## src/tct_pkg.sv

```systemverilog
package tct_pkg;

  // request operation codes
  localparam logic [1:0] FUNC_REGISTER = 2'd0;
  localparam logic [1:0] FUNC_READ     = 2'd1;
  localparam logic [1:0] FUNC_WRITE    = 2'd2;
  localparam logic [1:0] FUNC_RELEASE  = 2'd3;

  // result status codes
  localparam logic [1:0] ST_OK     = 2'd0;
  localparam logic [1:0] ST_DUP    = 2'd1;
  localparam logic [1:0] ST_FULL   = 2'd2;
  localparam logic [1:0] ST_ABSENT = 2'd3;

  localparam int unsigned OwnerW = 63;
  localparam int unsigned WordW  = 64;

  // controller to datapath commands
  typedef struct packed {
    logic load;  // capture request and restart the scan
    logic scan;  // read one owner entry and advance
    logic exec;  // apply the update and form the result
  } tct_cmd_t;

  // datapath to controller status
  typedef struct packed {
    logic scan_last;  // current scan index is the last slot
  } tct_stat_t;

endpackage

```

## src/tct_ctrl.sv

```systemverilog
module tct_ctrl
  import tct_pkg::*;
(
  input  logic      clk_i,
  input  logic      rst_ni,
  input  logic      start_i,
  input  tct_stat_t stat_i,
  output tct_cmd_t  cmd_o,
  output logic      busy_o,
  output logic      done_o
);

  localparam logic [2:0] S_IDLE  = 3'd0;
  localparam logic [2:0] S_SCAN  = 3'd1;
  localparam logic [2:0] S_DRAIN = 3'd2;
  localparam logic [2:0] S_EXEC  = 3'd3;
  localparam logic [2:0] S_RESP  = 3'd4;

  logic [2:0] state_q, state_d;
  logic       accept;

  assign busy_o = (state_q != S_IDLE) && (state_q != S_RESP);
  assign done_o = (state_q == S_RESP);
  assign accept = start_i && !busy_o;

  always_comb begin
    state_d    = state_q;
    cmd_o      = '0;
    cmd_o.load = accept;
    unique case (state_q)
      S_IDLE: begin
        if (accept) state_d = S_SCAN;
      end
      S_SCAN: begin
        cmd_o.scan = 1'b1;
        if (stat_i.scan_last) state_d = S_DRAIN;
      end
      S_DRAIN: begin
        state_d = S_EXEC;
      end
      S_EXEC: begin
        cmd_o.exec = 1'b1;
        state_d    = S_RESP;
      end
      S_RESP: begin
        state_d = accept ? S_SCAN : S_IDLE;
      end
      default: begin
        state_d = S_IDLE;
      end
    endcase
  end

  always_ff @(posedge clk_i or negedge rst_ni) begin
    if (!rst_ni) begin
      state_q <= S_IDLE;
    end else begin
      state_q <= state_d;
    end
  end

endmodule

```

## src/tct_dpath.sv

```systemverilog
module tct_dpath
  import tct_pkg::*;
#(
  parameter int unsigned SLOTS = 16
) (
  input  logic              clk_i,
  input  logic              rst_ni,
  input  tct_cmd_t          cmd_i,
  output tct_stat_t         stat_o,
  input  logic [1:0]        func_i,
  input  logic [OwnerW-1:0] owner_id_i,
  input  logic [WordW-1:0]  write_word_i,
  output logic [1:0]        status_o,
  output logic [WordW-1:0]  read_word_o
);

  localparam int unsigned IW = (SLOTS > 1) ? $clog2(SLOTS) : 1;

  logic [1:0]        func_q;
  logic [OwnerW-1:0] key_q;
  logic [WordW-1:0]  wword_q;

  logic [IW-1:0]     scan_idx_q;
  logic [IW-1:0]     cmp_idx_q;
  logic              cmp_vld_q;
  logic [OwnerW-1:0] owner_rd_q;

  logic              hit_found_q, free_found_q;
  logic [IW-1:0]     hit_idx_q, free_idx_q;

  logic [SLOTS-1:0]  valid_q;
  logic [OwnerW-1:0] owner_mem [SLOTS];
  logic [WordW-1:0]  word_mem [SLOTS];
  logic [WordW-1:0]  word_rd_q;

  logic [1:0]        status_q;
  logic              rd_sel_q;

  logic              entry_valid, entry_match;
  logic              do_claim, do_write, do_free;
  logic              word_we;
  logic [IW-1:0]     word_waddr;
  logic [WordW-1:0]  word_wdata;
  logic [1:0]        status_d;

  assign stat_o.scan_last = (scan_idx_q == IW'(SLOTS - 1));

  assign entry_valid = valid_q[cmp_idx_q];
  assign entry_match = entry_valid && (owner_rd_q == key_q);

  assign do_claim = cmd_i.exec && (func_q == FUNC_REGISTER) && !hit_found_q && free_found_q;
  assign do_write = cmd_i.exec && (func_q == FUNC_WRITE) && hit_found_q;
  assign do_free  = cmd_i.exec && (func_q == FUNC_RELEASE) && hit_found_q;

  assign word_we    = do_claim || do_write;
  assign word_waddr = do_claim ? free_idx_q : hit_idx_q;
  assign word_wdata = do_claim ? '0 : wword_q;

  always_comb begin
    unique case (func_q)
      FUNC_REGISTER: status_d = hit_found_q ? ST_DUP : (free_found_q ? ST_OK : ST_FULL);
      FUNC_READ,
      FUNC_WRITE:    status_d = hit_found_q ? ST_OK : ST_ABSENT;
      default:       status_d = ST_OK;
    endcase
  end

  // request capture
  always_ff @(posedge clk_i) begin
    if (cmd_i.load) begin
      func_q  <= func_i;
      key_q   <= owner_id_i;
      wword_q <= write_word_i;
    end
  end

  // scan control and first hit / first free tracking
  always_ff @(posedge clk_i or negedge rst_ni) begin
    if (!rst_ni) begin
      scan_idx_q   <= '0;
      cmp_idx_q    <= '0;
      cmp_vld_q    <= 1'b0;
      hit_found_q  <= 1'b0;
      free_found_q <= 1'b0;
      hit_idx_q    <= '0;
      free_idx_q   <= '0;
    end else begin
      cmp_vld_q <= cmd_i.scan;
      if (cmd_i.scan) begin
        cmp_idx_q  <= scan_idx_q;
        scan_idx_q <= scan_idx_q + 1'b1;
      end
      if (cmd_i.load) begin
        scan_idx_q   <= '0;
        hit_found_q  <= 1'b0;
        free_found_q <= 1'b0;
      end else if (cmp_vld_q) begin
        if (entry_match && !hit_found_q) begin
          hit_found_q <= 1'b1;
          hit_idx_q   <= cmp_idx_q;
        end
        if (!entry_valid && !free_found_q) begin
          free_found_q <= 1'b1;
          free_idx_q   <= cmp_idx_q;
        end
      end
    end
  end

  // slot valid marks
  always_ff @(posedge clk_i or negedge rst_ni) begin
    if (!rst_ni) begin
      valid_q <= '0;
    end else begin
      if (do_claim) valid_q[free_idx_q] <= 1'b1;
      if (do_free)  valid_q[hit_idx_q]  <= 1'b0;
    end
  end

  // owner store
  always_ff @(posedge clk_i) begin
    if (cmd_i.scan) owner_rd_q <= owner_mem[scan_idx_q];
    if (do_claim)   owner_mem[free_idx_q] <= key_q;
  end

  // data word store
  always_ff @(posedge clk_i) begin
    if (word_we)    word_mem[word_waddr] <= word_wdata;
    if (cmd_i.exec) word_rd_q <= word_mem[hit_idx_q];
  end

  // result registers
  always_ff @(posedge clk_i) begin
    if (cmd_i.exec) begin
      status_q <= status_d;
      rd_sel_q <= (func_q == FUNC_READ) && hit_found_q;
    end
  end

  assign status_o    = status_q;
  assign read_word_o = rd_sel_q ? word_rd_q : '0;

endmodule

```

## src/thread_context_table.sv

```systemverilog
// thread context table: SLOTS entries of {valid, 63-bit owner id, 64-bit data word}.
// a request (func, owner_id, write_word) is taken on a rising edge with start_i high
// and busy_o low. the block scans the owner store one slot per cycle from slot 0 up,
// then applies the update and presents one result beat on status_o/read_word_o with
// done_o high for exactly one cycle; the receiver cannot stall, so sample it then.
// after acceptance each request scans every slot, drains the compare stage, executes and
// then presents the result beat; busy_o drops during the result beat, so a new request may
// be accepted in that cycle. no clearing pass is needed after reset: valid marks reset
// at once and the stores are only read where valid.
module thread_context_table
  import tct_pkg::*;
#(
  parameter int unsigned SLOTS = 16
) (
  input  logic              clk_i,
  input  logic              rst_ni,
  // request side
  input  logic              start_i,
  output logic              busy_o,
  input  logic [1:0]        func_i,
  input  logic [OwnerW-1:0] owner_id_i,
  input  logic [WordW-1:0]  write_word_i,
  // result side, one beat per request
  output logic              done_o,
  output logic [1:0]        status_o,
  output logic [WordW-1:0]  read_word_o
);

  tct_cmd_t  cmd;
  tct_stat_t stat;

  // sequencer: scan, drain the compare stage, execute, respond
  tct_ctrl u_ctrl (
    .clk_i   (clk_i),
    .rst_ni  (rst_ni),
    .start_i (start_i),
    .stat_i  (stat),
    .cmd_o   (cmd),
    .busy_o  (busy_o),
    .done_o  (done_o)
  );

  // slot stores, scan compare and result registers
  tct_dpath #(
    .SLOTS (SLOTS)
  ) u_dpath (
    .clk_i        (clk_i),
    .rst_ni       (rst_ni),
    .cmd_i        (cmd),
    .stat_o       (stat),
    .func_i       (func_i),
    .owner_id_i   (owner_id_i),
    .write_word_i (write_word_i),
    .status_o     (status_o),
    .read_word_o  (read_word_o)
  );

`ifndef SYNTH
  // every result beat follows an execute cycle
  assert property (@(posedge clk_i) disable iff (!rst_ni)
    done_o |-> $past(cmd.exec))
    else $error("result beat without execute");

  // execute is always followed by exactly one result beat
  assert property (@(posedge clk_i) disable iff (!rst_ni)
    cmd.exec |=> done_o)
    else $error("execute not followed by result beat");

  // an accepted request makes the block busy
  assert property (@(posedge clk_i) disable iff (!rst_ni)
    (start_i && !busy_o) |=> busy_o)
    else $error("accepted request did not raise busy");

  // scanning and executing never overlap
  assert property (@(posedge clk_i) disable iff (!rst_ni)
    !(cmd.scan && cmd.exec))
    else $error("scan and execute overlap");
`endif

endmodule

```

## config.mk

```make
export PLATFORM = sky130hd
export DESIGN_NAME = thread_context_table
export DESIGN_NICKNAME = d
export VERILOG_FILES = /design/src/tct_pkg.sv /design/src/tct_ctrl.sv /design/src/tct_dpath.sv /design/src/thread_context_table.sv
export SDC_FILE = /design/constraint.sdc
export NUM_CORES = 2
export LEC_CHECK = 0
export CELL_PAD_IN_SITES_DETAIL_PLACEMENT = 0
export CELL_PAD_IN_SITES_GLOBAL_PLACEMENT = 1
export CORE_ASPECT_RATIO = 1.1
export CORE_MARGIN = 4
export CORE_UTILIZATION = 45
export CTS_BUF_LIST = sky130_fd_sc_hd__clkbuf_4 sky130_fd_sc_hd__clkbuf_8
export DETAILED_ROUTE_END_ITERATION = 12
export DONT_BUFFER_PORTS = 1
export MAX_ROUTING_LAYER = met4
export PLACE_DENSITY = 0.77
export SETUP_SLACK_MARGIN = 0.3
export SYNTH_ARGS = -nofsm -noshare
export SYNTH_HDL_FRONTEND = slang
export SYNTH_SLANG_ARGS = --single-unit
export TNS_END_PERCENT = 20
```

## constraint.sdc

```tcl
create_clock -name clk_i -period 29.8 [get_ports clk_i]
set_clock_uncertainty 0.2 [all_clocks]
set_input_delay 2.98 -clock clk_i [delete_from_list [all_inputs] [get_ports clk_i]]
set_output_delay 2.98 -clock clk_i [all_outputs]
set_load 0.02 [all_outputs]
```

==> metrics.cfg <==
[timing]
worst_pin_slew_ns=1.22
period_share=0.185
finalSetupTns_ns=0
relSlewSlack=0.185
rsz0062_at_grt=false
setup_violations=0
timing.final.crit_period_ns=5.50
finalMaxSlewViolations=0
hold_violations=0
fmax_ghz=0.182

[clock_tree]
postCtsSetupBuffers=0
postCtsHoldBufs=0
cts.sinks=2329
clockBufferDepth=4
cts-htree-levels=5
cts_resized=0
tritoncts.num_buffers=362
cts.clk_slew.worst_paths_ns=0.06
cts_tree=yes
root_buffer=clkbuf_8
clock_latency_ns=1.03

[grt]
grt_usage=0.194
grt_max_degree=143
antenna_found_initial=40
grt_pass1_vias=39924
grt_pass1_wl_mm=277
grt_remaining_overflow=0

[logic_synthesis]
synth_cell_types=39
avgSynthCellArea_um2=24.9
synth_top_family_by_area=multiplexers
synth_mux_area_frac=0.167
synth-simple-area-share=0.0153
synth_seq_cells=2329
synth.yosys.seq_area_share=0.799
syn_area_um2=87300
syn_inst=3504
ys.flop_type=edfxtp_1
yosysWarnings=0
synth_edf_count=2291
synth-compound-area-share=0.00304
yosys.area_share.xor_xnor=0.00632
synthAdderAreaFrac=0.000860
syn_nets=3642
synthArstFlopShare=0.0163

[final_layout]
syn_to_final_growth_pct=11.9
drive_above_1_share=0.328
multiInputGateArea_um2=17000
n_fill_cell=14716
layout.nets=3913
layout_common_cells=2,291 x edfxtp_1, 639 x mux4_2, 372 x clkbuf_8, 130 x and2_1, 127 x clkbuf_4
fin_util=0.506
layout_commonest_cell=edfxtp_1
final-seq-area_um2=69800

[pwr]
p_leak_nw=29.8
seqPwrFrac=0.530
pwr-share-clk=0.347
power.density_nw_per_um2=76.0
power.share.switching=0.239
p_int_w=0.00565
ir_worst_vdd_uv=82.0
switching_power_w=0.00177
power_frac_comb=0.123

[placement]
hpwl_mm=94.8
place.gp.congestion=0.732
io_buffers=0

[routing]
via_per_inst=5.76
wl_per_cell_um=28.7
totalWireLength_mm=190
firstDrtPassIters=8
antenna_left=0
vias=38260
drc=0
drt_iter0_drc=4489

[die]
start_util=0.453
die_w_um=428
io_pins=200
dieHeight_um=470
die_area_um2=201000
rows=169
core_um2=193000

[critical_path]
timing.rr.start=u_dpath.hit_idx_q[1]$_DFFE_PN0P_
critical_path_required_ns=26.62
cp_max_fo=64
crit_type=flip-flop to output pin
worstSetupStartpoint=u_dpath.rd_sel_q$_DFFE_PN_
crit_path_start_kind=flip-flop
reg2reg_depth=6
critical_path_arrival_ns=2.32
crit_path_end_kind=output pin

[hold_path]
hp-class=flip-flop to flip-flop
hold_depth=1
hp-start=u_dpath.valid_q[9]$_DFF_PN0_

[run_status]
outcome=finished, final reports clean

[job]
cap_violations=0

-- synthesized netlist by cell type (11+ instances only) --
cell | number | share of area
nor2_1 | 39 | 0.0017
nand2_1 | 16 | 0.00069
xor2_1 | 54 | 0.0054
nor4_1 | 15 | 0.0011
inv_1 | 11 | 0.00047
edfxtp_1 | 2291 | 0.79
buf_1 | 19 | 0.00082
mux4_2 | 639 | 0.16
clkbuf_1 | 119 | 0.0051
buf_2 | 30 | 0.0017
dfrtp_1 | 38 | 0.011
and2_1 | 130 | 0.0093
-- cell families (layout without fill, tap and decap cells) --
kind of cell | Yosys count | in the layout
multiplexers | 654 | 654
other | 0 | 26
adder cells (fa/ha/maj) | 6 | 6
AND/OR/NAND/NOR | 238 | 238
XOR/XNOR | 63 | 63
AO/OA/AOI/OAI | 34 | 34
buffers and inverters | 180 | 726
flip-flops | 2329 | 2329
-- worst paths after layout --
path                                                           end  slack (ns)
worst max register to register  u_dpath.word_mem[10][24]$_DFFE_PP_       24.87
worst min register to register        u_dpath.valid_q[9]$_DFF_PN0_        0.30
worst max-delay path                               read_word_o[31]       24.30
max in group asynchronous         u_dpath.hit_idx_q[0]$_DFFE_PN0P_       27.77
min in group asynchronous            u_dpath.valid_q[10]$_DFF_PN0_        1.46
worst min-delay path                  u_dpath.valid_q[9]$_DFF_PN0_        0.30
-- power groups by stage --
stage	sequential [W]	clock, W	combinational (W)
global route	0.00395	0.00279	0.000979
CTS	0.00394	0.00263	0.000933
finish	0.00394	0.00258	0.000910
floorplan	0.00391	0	0.000758
detailed placement	0.00400	0	0.000930
global placement	0.00400	0	0.000920
-- worst max-delay path: stages, from the launching register on --
cell	delay, ns
edfxtp_1	0.32
buf_4	0.57
and2_1	0.37
-- registers in the layout (all words and copies together) (netlist names) --
signal / flops
u_dpath.cmp_idx_q: 4
u_dpath.cmp_vld_q: 1
u_dpath.word_rd_q: 64
u_dpath.owner_mem: 1008
u_dpath.free_idx_q: 4
u_ctrl.state_q: 3
u_dpath.word_mem: 1024
u_dpath.scan_idx_q: 4
u_dpath.hit_idx_q: 4
u_dpath.key_q: 63
u_dpath.wword_q: 64
u_dpath.status_o: 2
u_dpath.func_q: 2
u_dpath.hit_found_q: 1
u_dpath.valid_q: 16
u_dpath.owner_rd_q: 63
u_dpath.free_found_q: 1
u_dpath.rd_sel_q: 1
-- layout make-up --
type,instances,share of cell area
inverter,11,0.000500
antenna,26,0.000666
multi-input combinational,995,0.175
clock buffer,499,0.0622
sequential,2329,0.714
timing repair buffer,76,0.00623
clock inverter,140,0.00858
tap,2565,0.0329
-- per-layer routing --
layer	wire, um	GRT usage	vias to the layer above
met4	5210	0.0636	0
li1	-	-	15599
met5	0	-	-
met2	94800	0.304	1795
met3	15300	0.0447	346
met1	75000	0.255	20520
-- stage by stage --
| step | total power [W] | cells | hold WS [ns] | setup WS, ns | area (um^2) |
|---|---|---|---|---|---|
| floorplan | 0.00467 | 3504 | 0.255 | 19.98 | 87300 |
| global placement | 0.00492 | 5976 | 0.269 | 24.49 | 90700 |
| detailed placement | 0.00494 | 5976 | 0.279 | 24.46 | 90700 |
| CTS | 0.00750 | 6615 | 0.292 | 24.13 | 97600 |
| global route | 0.00772 | 6633 | 0.311 | 24.07 | 97600 |
| finish | 0.00742 | 6641 | 0.295 | 24.30 | 97700 |
No activity file was read; power rests on OpenSTA's default activity.
